### src/rtl/ohlc_pkg.sv
package ohlc_pkg;

	localparam int VALUE_WIDTH = 64;
	localparam int COUNT_WIDTH = 32;
	localparam int TS_WIDTH = 32;
	localparam int TS_IDX_W = $clog2(TS_WIDTH);
	localparam int LEN_WIDTH = 20;
	localparam int FIFO_DEPTH = 2;
	localparam int FIFO_PTR_W = $clog2(FIFO_DEPTH);
	localparam logic [LEN_WIDTH-1:0] INTERVAL_RESET = LEN_WIDTH'(900);

	typedef logic [VALUE_WIDTH-1:0] value_t;
	typedef logic [COUNT_WIDTH-1:0] count_t;
	typedef logic [TS_WIDTH-1:0] ts_t;
	typedef logic [LEN_WIDTH-1:0] len_t;

	typedef struct packed {
		ts_t    timestamp;
		value_t open_price;
		value_t high_price;
		value_t low_price;
		value_t close_price;
		value_t base_volume;
		value_t quote_volume;
		count_t trade_count;
		value_t buy_base_volume;
		value_t sell_base_volume;
		logic   end_of_series;
	} base_t;

	typedef struct packed {
		ts_t   bucket;
		base_t base;
	} entry_t;

	typedef struct packed {
		ts_t    bucket;
		value_t open_price;
		value_t high_price;
		value_t low_price;
		value_t close_price;
		value_t base_volume;
		value_t quote_volume;
		count_t trade_count;
		value_t buy_volume;
		value_t sell_volume;
	} candle_t;

endpackage

### src/rtl/ohlc_if.sv
interface ohlc_base_if;
	logic                  valid;
	logic                  ready;
	ohlc_pkg::ts_t         timestamp;
	ohlc_pkg::value_t      open_price;
	ohlc_pkg::value_t      high_price;
	ohlc_pkg::value_t      low_price;
	ohlc_pkg::value_t      close_price;
	ohlc_pkg::value_t      base_volume;
	ohlc_pkg::value_t      quote_volume;
	ohlc_pkg::count_t      trade_count;
	ohlc_pkg::value_t      buy_base_volume;
	ohlc_pkg::value_t      sell_base_volume;
	logic                  end_of_series;

	modport source (
		output valid, timestamp, open_price, high_price, low_price, close_price,
		       base_volume, quote_volume, trade_count, buy_base_volume,
		       sell_base_volume, end_of_series,
		input  ready
	);
	modport sink (
		input  valid, timestamp, open_price, high_price, low_price, close_price,
		       base_volume, quote_volume, trade_count, buy_base_volume,
		       sell_base_volume, end_of_series,
		output ready
	);
endinterface

interface ohlc_agg_if;
	logic                  valid;
	logic                  ready;
	ohlc_pkg::ts_t         bucket_start;
	ohlc_pkg::value_t      agg_open;
	ohlc_pkg::value_t      agg_high;
	ohlc_pkg::value_t      agg_low;
	ohlc_pkg::value_t      agg_close;
	ohlc_pkg::value_t      agg_base_volume;
	ohlc_pkg::value_t      agg_quote_volume;
	ohlc_pkg::count_t      agg_trade_count;
	ohlc_pkg::value_t      agg_buy_volume;
	ohlc_pkg::value_t      agg_sell_volume;
	logic                  run_last;

	modport source (
		output valid, bucket_start, agg_open, agg_high, agg_low, agg_close,
		       agg_base_volume, agg_quote_volume, agg_trade_count, agg_buy_volume,
		       agg_sell_volume, run_last,
		input  ready
	);
	modport sink (
		input  valid, bucket_start, agg_open, agg_high, agg_low, agg_close,
		       agg_base_volume, agg_quote_volume, agg_trade_count, agg_buy_volume,
		       agg_sell_volume, run_last,
		output ready
	);
endinterface

interface ohlc_cfg_if;
	logic                  valid;
	logic                  ready;
	ohlc_pkg::len_t        interval_seconds;

	modport source (output valid, interval_seconds, input ready);
	modport sink (input valid, interval_seconds, output ready);
endinterface

### src/rtl/ohlc_front.sv
module ohlc_front (
	input  logic                 clk,
	input  logic                 arst_n,
	ohlc_base_if.sink            base,
	input  ohlc_pkg::len_t       interval,
	output logic                 push_valid,
	input  logic                 push_ready,
	output ohlc_pkg::entry_t     push_data
);

	typedef enum logic [2:0] {
		S_IDLE = 3'b001,
		S_DIV  = 3'b010,
		S_PUSH = 3'b100
	} front_state_t;

	front_state_t                      state_q;
	logic [ohlc_pkg::TS_IDX_W-1:0]     cnt_q;
	logic [ohlc_pkg::LEN_WIDTH-1:0]    rem_q;
	ohlc_pkg::len_t                    len_q;
	ohlc_pkg::base_t                   item_q;
	logic [ohlc_pkg::LEN_WIDTH:0]      rem_shift;
	logic [ohlc_pkg::LEN_WIDTH:0]      rem_next;
	logic                              accept;

	assign base.ready = (state_q == S_IDLE);
	assign accept = base.valid && base.ready;

	assign rem_shift = {rem_q, item_q.timestamp[cnt_q]};
	assign rem_next = (rem_shift >= {1'b0, len_q}) ? rem_shift - {1'b0, len_q} : rem_shift;

	assign push_valid = (state_q == S_PUSH);
	assign push_data.base = item_q;
	assign push_data.bucket = item_q.timestamp - ohlc_pkg::TS_WIDTH'(rem_q);

	always_ff @(posedge clk or negedge arst_n) begin
		if (!arst_n) begin
			state_q <= S_IDLE;
		end else begin
			unique case (state_q)
				S_IDLE: begin
					if (accept) state_q <= S_DIV;
				end
				S_DIV: begin
					if (cnt_q == '0) state_q <= S_PUSH;
				end
				S_PUSH: begin
					if (push_ready) state_q <= S_IDLE;
				end
				default: state_q <= S_IDLE;
			endcase
		end
	end

	always_ff @(posedge clk) begin
		if (accept) begin
			item_q.timestamp <= base.timestamp;
			item_q.open_price <= base.open_price;
			item_q.high_price <= base.high_price;
			item_q.low_price <= base.low_price;
			item_q.close_price <= base.close_price;
			item_q.base_volume <= base.base_volume;
			item_q.quote_volume <= base.quote_volume;
			item_q.trade_count <= base.trade_count;
			item_q.buy_base_volume <= base.buy_base_volume;
			item_q.sell_base_volume <= base.sell_base_volume;
			item_q.end_of_series <= base.end_of_series;
			rem_q <= '0;
			cnt_q <= ohlc_pkg::TS_IDX_W'(ohlc_pkg::TS_WIDTH - 1);
			len_q <= (interval == '0) ? ohlc_pkg::LEN_WIDTH'(1) : interval;
		end else if (state_q == S_DIV) begin
			rem_q <= rem_next[ohlc_pkg::LEN_WIDTH-1:0];
			cnt_q <= cnt_q - 1'b1;
		end
	end

endmodule

### src/rtl/ohlc_fifo.sv
module ohlc_fifo (
	input  logic                 clk,
	input  logic                 arst_n,
	input  logic                 push_valid,
	output logic                 push_ready,
	input  ohlc_pkg::entry_t     push_data,
	output logic                 pop_valid,
	input  logic                 pop_ready,
	output ohlc_pkg::entry_t     pop_data
);

	ohlc_pkg::entry_t                  slot_q [ohlc_pkg::FIFO_DEPTH];
	logic [ohlc_pkg::FIFO_PTR_W-1:0]   wr_ptr_q;
	logic [ohlc_pkg::FIFO_PTR_W-1:0]   rd_ptr_q;
	logic [ohlc_pkg::FIFO_PTR_W:0]     count_q;
	logic                              do_push;
	logic                              do_pop;

	assign push_ready = (count_q != (ohlc_pkg::FIFO_PTR_W + 1)'(ohlc_pkg::FIFO_DEPTH));
	assign pop_valid = (count_q != '0);
	assign pop_data = slot_q[rd_ptr_q];
	assign do_push = push_valid && push_ready;
	assign do_pop = pop_valid && pop_ready;

	function automatic logic [ohlc_pkg::FIFO_PTR_W-1:0] ptr_inc(
		input logic [ohlc_pkg::FIFO_PTR_W-1:0] p
	);
		if (p == ohlc_pkg::FIFO_PTR_W'(ohlc_pkg::FIFO_DEPTH - 1)) return '0;
		return p + 1'b1;
	endfunction

	always_ff @(posedge clk or negedge arst_n) begin
		if (!arst_n) begin
			wr_ptr_q <= '0;
			rd_ptr_q <= '0;
			count_q <= '0;
		end else begin
			if (do_push) wr_ptr_q <= ptr_inc(wr_ptr_q);
			if (do_pop) rd_ptr_q <= ptr_inc(rd_ptr_q);
			if (do_push && !do_pop) count_q <= count_q + 1'b1;
			else if (do_pop && !do_push) count_q <= count_q - 1'b1;
		end
	end

	always_ff @(posedge clk) begin
		if (do_push) slot_q[wr_ptr_q] <= push_data;
	end

endmodule

### src/rtl/ohlc_back.sv
module ohlc_back (
	input  logic                 clk,
	input  logic                 arst_n,
	input  logic                 pop_valid,
	output logic                 pop_ready,
	input  ohlc_pkg::entry_t     pop_data,
	ohlc_agg_if.source           agg
);

	typedef enum logic [1:0] {
		B_MERGE = 2'b01,
		B_FLUSH = 2'b10
	} back_state_t;

	back_state_t          state_q;
	ohlc_pkg::candle_t    held_q;
	logic                 held_valid_q;
	ohlc_pkg::candle_t    out_q;
	logic                 out_last_q;
	logic                 out_valid_q;
	ohlc_pkg::candle_t    merged;
	ohlc_pkg::base_t      b;
	logic                 hit;
	logic                 out_free;
	logic                 take;
	logic                 emit_old;
	logic                 emit_merged;
	logic                 flush;
	logic                 out_load;

	assign b = pop_data.base;
	assign hit = held_valid_q && (pop_data.bucket == held_q.bucket);
	assign out_free = !out_valid_q || agg.ready;
	assign pop_ready = (state_q == B_MERGE) && out_free;
	assign take = pop_valid && pop_ready;
	assign emit_old = take && held_valid_q && !hit;
	assign emit_merged = take && !emit_old && b.end_of_series;
	assign flush = (state_q == B_FLUSH) && out_free;
	assign out_load = emit_old || emit_merged || flush;

	always_comb begin
		if (hit) begin
			merged.bucket = held_q.bucket;
			merged.open_price = held_q.open_price;
			merged.high_price = (b.high_price > held_q.high_price) ? b.high_price
				: held_q.high_price;
			merged.low_price = (b.low_price < held_q.low_price) ? b.low_price
				: held_q.low_price;
			merged.close_price = b.close_price;
			merged.base_volume = held_q.base_volume + b.base_volume;
			merged.quote_volume = held_q.quote_volume + b.quote_volume;
			merged.trade_count = held_q.trade_count + b.trade_count;
			merged.buy_volume = held_q.buy_volume + b.buy_base_volume;
			merged.sell_volume = held_q.sell_volume + b.sell_base_volume;
		end else begin
			merged.bucket = pop_data.bucket;
			merged.open_price = b.open_price;
			merged.high_price = b.high_price;
			merged.low_price = b.low_price;
			merged.close_price = b.close_price;
			merged.base_volume = b.base_volume;
			merged.quote_volume = b.quote_volume;
			merged.trade_count = b.trade_count;
			merged.buy_volume = b.buy_base_volume;
			merged.sell_volume = b.sell_base_volume;
		end
	end

	always_ff @(posedge clk or negedge arst_n) begin
		if (!arst_n) begin
			state_q <= B_MERGE;
			held_valid_q <= 1'b0;
			out_valid_q <= 1'b0;
		end else begin
			if (out_load) out_valid_q <= 1'b1;
			else if (agg.ready) out_valid_q <= 1'b0;

			if (take) held_valid_q <= !(b.end_of_series && !emit_old);
			else if (flush) held_valid_q <= 1'b0;

			unique case (state_q)
				B_MERGE: begin
					if (emit_old && b.end_of_series) state_q <= B_FLUSH;
				end
				B_FLUSH: begin
					if (flush) state_q <= B_MERGE;
				end
				default: state_q <= B_MERGE;
			endcase
		end
	end

	always_ff @(posedge clk) begin
		if (take) held_q <= merged;
		if (emit_old || flush) out_q <= held_q;
		else if (emit_merged) out_q <= merged;
		if (out_load) out_last_q <= emit_old ? !b.end_of_series : 1'b1;
	end

	assign agg.valid = out_valid_q;
	assign agg.bucket_start = out_q.bucket;
	assign agg.agg_open = out_q.open_price;
	assign agg.agg_high = out_q.high_price;
	assign agg.agg_low = out_q.low_price;
	assign agg.agg_close = out_q.close_price;
	assign agg.agg_base_volume = out_q.base_volume;
	assign agg.agg_quote_volume = out_q.quote_volume;
	assign agg.agg_trade_count = out_q.trade_count;
	assign agg.agg_buy_volume = out_q.buy_volume;
	assign agg.agg_sell_volume = out_q.sell_volume;
	assign agg.run_last = out_last_q;

endmodule

### src/rtl/ohlc_candle_aggregator.sv
// Merges time-ordered base candles into candles of interval_seconds length
// (0 counts as 1), each keyed by its timestamp rounded down to a multiple of
// the interval. A candle in a new interval releases the held one; an
// end_of_series item releases what is held after merging, and run_last marks
// the last result an item causes. The front part takes a new item only once
// the last is handed off: it accepts the item, finds the interval start with
// a remainder loop that retires one timestamp bit per cycle, and hands it to
// a two-entry queue. The merge stage behind it takes one item a cycle while
// its output is free, and pauses to flush when an end_of_series item also
// closes a different interval. Results sit in an output register, so the
// input keeps flowing while the result side stalls, until the queue fills.
module ohlc_candle_aggregator (
	input  logic         clk,
	input  logic         arst_n,
	ohlc_base_if.sink    base,
	ohlc_agg_if.source   agg,
	ohlc_cfg_if.sink     cfg
);

	ohlc_pkg::len_t     interval_q;
	logic               push_valid;
	logic               push_ready;
	ohlc_pkg::entry_t   push_data;
	logic               pop_valid;
	logic               pop_ready;
	ohlc_pkg::entry_t   pop_data;

	assign cfg.ready = 1'b1;

	always_ff @(posedge clk or negedge arst_n) begin
		if (!arst_n) begin
			interval_q <= ohlc_pkg::INTERVAL_RESET;
		end else if (cfg.valid && cfg.ready) begin
			interval_q <= cfg.interval_seconds;
		end
	end

	ohlc_front u_front (
		.clk        (clk),
		.arst_n     (arst_n),
		.base       (base),
		.interval   (interval_q),
		.push_valid (push_valid),
		.push_ready (push_ready),
		.push_data  (push_data)
	);

	ohlc_fifo u_fifo (
		.clk        (clk),
		.arst_n     (arst_n),
		.push_valid (push_valid),
		.push_ready (push_ready),
		.push_data  (push_data),
		.pop_valid  (pop_valid),
		.pop_ready  (pop_ready),
		.pop_data   (pop_data)
	);

	ohlc_back u_back (
		.clk       (clk),
		.arst_n    (arst_n),
		.pop_valid (pop_valid),
		.pop_ready (pop_ready),
		.pop_data  (pop_data),
		.agg       (agg)
	);

endmodule

### src/flat_wrapper.sv
// flat-port wrapper written by rule: the top's interface ports become plain ports
module ohlc_candle_aggregator_flat 
  (clk, arst_n, base_valid, base_timestamp, base_open_price, base_high_price, base_low_price, base_close_price, base_base_volume, base_quote_volume, base_trade_count, base_buy_base_volume, base_sell_base_volume, base_end_of_series, base_ready, agg_valid, agg_bucket_start, agg_agg_open, agg_agg_high, agg_agg_low, agg_agg_close, agg_agg_base_volume, agg_agg_quote_volume, agg_agg_trade_count, agg_agg_buy_volume, agg_agg_sell_volume, agg_run_last, agg_ready, cfg_valid, cfg_interval_seconds, cfg_ready);
  ohlc_base_if base_i ();
  ohlc_agg_if agg_i ();
  ohlc_cfg_if cfg_i ();
  input  logic clk;
  input  logic arst_n;
  input wire logic [$bits(base_i.valid)-1:0] base_valid;
  input wire logic [$bits(base_i.timestamp)-1:0] base_timestamp;
  input wire logic [$bits(base_i.open_price)-1:0] base_open_price;
  input wire logic [$bits(base_i.high_price)-1:0] base_high_price;
  input wire logic [$bits(base_i.low_price)-1:0] base_low_price;
  input wire logic [$bits(base_i.close_price)-1:0] base_close_price;
  input wire logic [$bits(base_i.base_volume)-1:0] base_base_volume;
  input wire logic [$bits(base_i.quote_volume)-1:0] base_quote_volume;
  input wire logic [$bits(base_i.trade_count)-1:0] base_trade_count;
  input wire logic [$bits(base_i.buy_base_volume)-1:0] base_buy_base_volume;
  input wire logic [$bits(base_i.sell_base_volume)-1:0] base_sell_base_volume;
  input wire logic [$bits(base_i.end_of_series)-1:0] base_end_of_series;
  output wire logic [$bits(base_i.ready)-1:0] base_ready;
  output wire logic [$bits(agg_i.valid)-1:0] agg_valid;
  output wire logic [$bits(agg_i.bucket_start)-1:0] agg_bucket_start;
  output wire logic [$bits(agg_i.agg_open)-1:0] agg_agg_open;
  output wire logic [$bits(agg_i.agg_high)-1:0] agg_agg_high;
  output wire logic [$bits(agg_i.agg_low)-1:0] agg_agg_low;
  output wire logic [$bits(agg_i.agg_close)-1:0] agg_agg_close;
  output wire logic [$bits(agg_i.agg_base_volume)-1:0] agg_agg_base_volume;
  output wire logic [$bits(agg_i.agg_quote_volume)-1:0] agg_agg_quote_volume;
  output wire logic [$bits(agg_i.agg_trade_count)-1:0] agg_agg_trade_count;
  output wire logic [$bits(agg_i.agg_buy_volume)-1:0] agg_agg_buy_volume;
  output wire logic [$bits(agg_i.agg_sell_volume)-1:0] agg_agg_sell_volume;
  output wire logic [$bits(agg_i.run_last)-1:0] agg_run_last;
  input wire logic [$bits(agg_i.ready)-1:0] agg_ready;
  input wire logic [$bits(cfg_i.valid)-1:0] cfg_valid;
  input wire logic [$bits(cfg_i.interval_seconds)-1:0] cfg_interval_seconds;
  output wire logic [$bits(cfg_i.ready)-1:0] cfg_ready;
  assign base_i.valid = base_valid;
  assign base_i.timestamp = base_timestamp;
  assign base_i.open_price = base_open_price;
  assign base_i.high_price = base_high_price;
  assign base_i.low_price = base_low_price;
  assign base_i.close_price = base_close_price;
  assign base_i.base_volume = base_base_volume;
  assign base_i.quote_volume = base_quote_volume;
  assign base_i.trade_count = base_trade_count;
  assign base_i.buy_base_volume = base_buy_base_volume;
  assign base_i.sell_base_volume = base_sell_base_volume;
  assign base_i.end_of_series = base_end_of_series;
  assign base_ready = base_i.ready;
  assign agg_valid = agg_i.valid;
  assign agg_bucket_start = agg_i.bucket_start;
  assign agg_agg_open = agg_i.agg_open;
  assign agg_agg_high = agg_i.agg_high;
  assign agg_agg_low = agg_i.agg_low;
  assign agg_agg_close = agg_i.agg_close;
  assign agg_agg_base_volume = agg_i.agg_base_volume;
  assign agg_agg_quote_volume = agg_i.agg_quote_volume;
  assign agg_agg_trade_count = agg_i.agg_trade_count;
  assign agg_agg_buy_volume = agg_i.agg_buy_volume;
  assign agg_agg_sell_volume = agg_i.agg_sell_volume;
  assign agg_run_last = agg_i.run_last;
  assign agg_i.ready = agg_ready;
  assign cfg_i.valid = cfg_valid;
  assign cfg_i.interval_seconds = cfg_interval_seconds;
  assign cfg_ready = cfg_i.ready;
  ohlc_candle_aggregator u_core (.clk(clk), .arst_n(arst_n), .base(base_i), .agg(agg_i), .cfg(cfg_i));
endmodule
### config.mk
export PLATFORM = sky130hd
export DESIGN_NAME = ohlc_candle_aggregator_flat
export DESIGN_NICKNAME = d
export VERILOG_FILES = /design/src/rtl/ohlc_pkg.sv /design/src/rtl/ohlc_if.sv /design/src/rtl/ohlc_front.sv /design/src/rtl/ohlc_fifo.sv /design/src/rtl/ohlc_back.sv /design/src/rtl/ohlc_candle_aggregator.sv /design/src/flat_wrapper.sv
export SDC_FILE = /design/constraint.sdc
export NUM_CORES = 2
export LEC_CHECK = 0
export BUFFER_PORTS_ARGS = -buffer_cell sky130_fd_sc_hd__buf_2
export CORE_UTILIZATION = 25
export DETAILED_ROUTE_END_ITERATION = 12
export PLACE_DENSITY = 0.47
export SYNTH_ARGS = -nofsm -noshare
export SYNTH_HDL_FRONTEND = slang
export SYNTH_HIERARCHICAL = 1
export SYNTH_SLANG_ARGS = --single-unit
### constraint.sdc
create_clock -name clk -period 54.4 [get_ports clk]
set_input_delay 10.88 -clock clk [delete_from_list [all_inputs] [get_ports clk]]
set_output_delay 10.88 -clock clk [all_outputs]
set_load 0.03 [all_outputs]
==> key figures <==
Cells and area
  – Final core utilization: 29.9%
  – Layout net count: 11700
  – Layout cells sized above 1: between 20% and 30%
  – Area grow syn2layout: 18.7%
  – Fillers: ~53000

Drt
  – Vias/cell: ~4.5
  – DRT Pass-1 Iters: 5
  – Post-route ant nets: 0
  – Initial DRC count: 5579
  – DR WL/cell: approximately 23 um
  – DRT Wirelength: ~410000 um
  – Total number of vias: about 80000
  – Drt drc: 0

Global routing
  – Met3 usage: 2.53%
  – Pin count of the biggest net entering global routing: 139
  – Initial antenna violation count: roughly 120
  – GR Layer Usage met1: roughly 20%
  – GR Util All Layers: between 10% and 20%
  – GRT busiest layer: met2
  – GR Util met2: about a quarter
  – Total gr overflow: 0
  – Vias in the first global route: between 70000 and 80000
  – First-pass GRT wire length: between 500000 and 600000 um

Power
  – Sequential power share: roughly half
  – Gate power share: between 5 and 6%
  – Total power: around 5300 uW
  – VDD IR-drop max: ~0.032 mV
  – Cell Int Power: just over 4000 uW
  – Leak: 0.0579 uW
  – Sw Pwr: around 1300 uW
  – PwrDens: 34.3 mW/mm^2
  – Clock power share: a little over two fifths
  – Sw Ratio: between 20% and 30%

CTS
  – H-Tree Depth: 5
  – Post-cts resize count: 0
  – Num Clock Sinks: between 2000 and 3000
  – TritonCTS clock tree: built
  – Clock Root Buffer: clkbuf_16
  – Clock buffer depth: 4
  – TritonCTS Buffers: approximately 340
  – Hold Buf Count CTS: 0
  – Clk pin slew, worst setup/hold paths: roughly 60 ps
  – Clk Latency, worst-skew pair: 970 ps
  – Post-CTS setup buffer count: 0

Worst setup path
  – Crit path top cell by count: buf_4
  – Kind of start point of the critical path: input pin
  – CP bufs+invs: 8
  – Crit path max fanout: between 90 and 100
  – Slowest cell on crit path: buf_4
  – Arr. time, crit path: ~16000 ps
  – CP required: 54930 ps
  – Crit end category: flip-flop
  – Crit-path cells: buf_2 -> nand2_1 -> buf_4 -> inv_8 -> buf_4 -> buf_4 -> buf_4 -> buf_4 -> buf_4
  – Largest stage delay, worst path: roughly 780 ps
  – CP delay by family, top: buffers and inverters
  – CP Class: input pin to flip-flop

Synth
  – Gate count of the mapped netlist: around 9400
  – YS warnings: 6
  – Total nets after synthesis: around 10000
  – Syn avg cell area: approximately 14 sq um
  – Post-Syn Area: roughly 0.13 sq mm

STA
  – Fin Setup TNS: 0 ps
  – Final Cycle Share: approximately 28%
  – Worst slew pin tran: roughly 1100 ps
  – Final Max Slew Viols: 0
  – Final setup viols: 0
  – Final hold slack: around 400 ps
  – Final Skew: around 86 ps
  – RSZ-0062 raised after global routing: no
  – Relative slew slack: between 20% and 30%
  – F_max: about 0.067 GHz
  – Fin crit period: around 15000 ps
  – Final Hold Viols: 0

Run status
  – Status: completed

Placement
  – Routability Congestion: around 0.84
  – PortBufs: around 1200
  – Hpwl dp: 287000 um

Die
  – Die W: 726 um
  – DIE AREA: roughly 0.53 sq mm
  – Placement Rows: around 270
  – I/O pin total: 1182
  – Die height: 726 um
  – Core ar.: ~0.52 sq mm
  – Starting Density: 25.2%

Flow run
  – Max-cap violations: 0

Worst hold path
  – Worst Hold Class: flip-flop to flip-flop
## placed cells by master, fill, tap and decap left out, drive strengths merged, types with 24 or more instances in the layout
| cell | n |
|---|---|
| a31oi | 257 |
| clkbuf | 421 |
| mux2 | 843 |
| xor2 | 142 |
| nand3 | 75 |
| xnor2 | 195 |
| a211oi | 41 |
| o21a | 29 |
| nand4 | 80 |
| buf | 1295 |
| ha | 453 |
| dfrtp | 25 |
| nand2 | 1606 |
| or3 | 24 |
| a21oi | 371 |
| o21ai | 381 |
| edfxtp | 2904 |
| nor3 | 71 |
| nor2b | 32 |
| dfxtp | 25 |
| inv | 267 |
| nor2 | 405 |
| a21o | 290 |
| clkinv | 151 |
| nand2b | 31 |
| o21bai | 58 |
| and3 | 34 |
| bufinv | 24 |
| o31ai | 34 |
| diode | 35 |
## path summary, 6_finish.rpt
kind                                                     from                        endpoint  slack [ps]  depth (start not counted)
worst max-delay path                               base_valid   u_core/u_front/push_data[242]       39440                          9
worst min-delay path            u_core/u_front/push_data[334]    u_core/u_fifo/slot_q[1][334]         400                          0
worst max register to register         u_core/u_fifo/rd_ptr_q  u_core/u_back/agg.agg_open[55]       46110                         14
worst min register to register  u_core/u_front/push_data[334]    u_core/u_fifo/slot_q[1][334]         400                          0
max in group asynchronous                              arst_n          u_core/u_fifo/rd_ptr_q       43620                          1
min in group asynchronous                              arst_n           u_core/interval_q[12]       10080                          1
## flip-flops by register name, summed over array words and instances, names as in the netlist, 2 cells and up
name and count:
u_core/u_fifo/slot_q 1154, u_core/u_front/push_data 577, u_core/u_back/held_q 576, u_core/u_back/agg.agg_base_volume 64, u_core/u_back/agg.agg_buy_volume 64, u_core/u_back/agg.agg_close 64
u_core/u_back/agg.agg_high 64, u_core/u_back/agg.agg_low 64, u_core/u_back/agg.agg_open 64, u_core/u_back/agg.agg_quote_volume 64, u_core/u_back/agg.agg_sell_volume 64, u_core/u_back/agg.agg_trade_count 32
u_core/u_back/agg.bucket_start 32, u_core/interval_q 20, u_core/u_front/len_q 20, u_core/u_front/rem_q 20, u_core/u_front/cnt_q 5, u_core/u_front/state_q 3
u_core/u_back/state_q 2, u_core/u_fifo/count_q 2
## per-stage QoR
step	std cells	cell area, sq um	worst slack [ps]
finish	17900	156000	39440
global route	17900	156000	39070
CTS	17900	156000	39430
detailed placement	17200	145000	38340
global placement	17200	145000	38460
floorplan	9416	131000	721
## area by class of cell
cell class | count | area, sq um | area share (%)
Clock inverter | 205 | 2010 | 1.29
Tap cell | 6942 | 8690 | 5.58
Sequential cell | 2960 | 88500 | 56.8
Multi-Input combinational cell | 5777 | 39600 | 25.4
Inverter | 255 | 975 | 0.626
Timing Repair Buffer | 1295 | 6870 | 4.41
Clock buffer | 421 | 9020 | 5.79
Antenna cell | 35 | 87.6 | 0.0562
## layer usage
layer | vias to the layer above | routed length [um]
met5 | - | 201
met4 | 34 | 10700
met3 | 577 | 21000
met2 | 2113 | 195000
met1 | 39800 | 180000
li1 | 37700 | -
## power groups by stage
stage | registers, uW | logic, uW | clock network [uW]
CTS | 2770 | 295 | 2370
global placement | 2820 | 292 | 0
finish | 2770 | 291 | 2290
detailed placement | 2820 | 293 | 0
global route | 2780 | 322 | 2440
floorplan | 2830 | 196 | 0
Power figures use the tool's default switching activity.
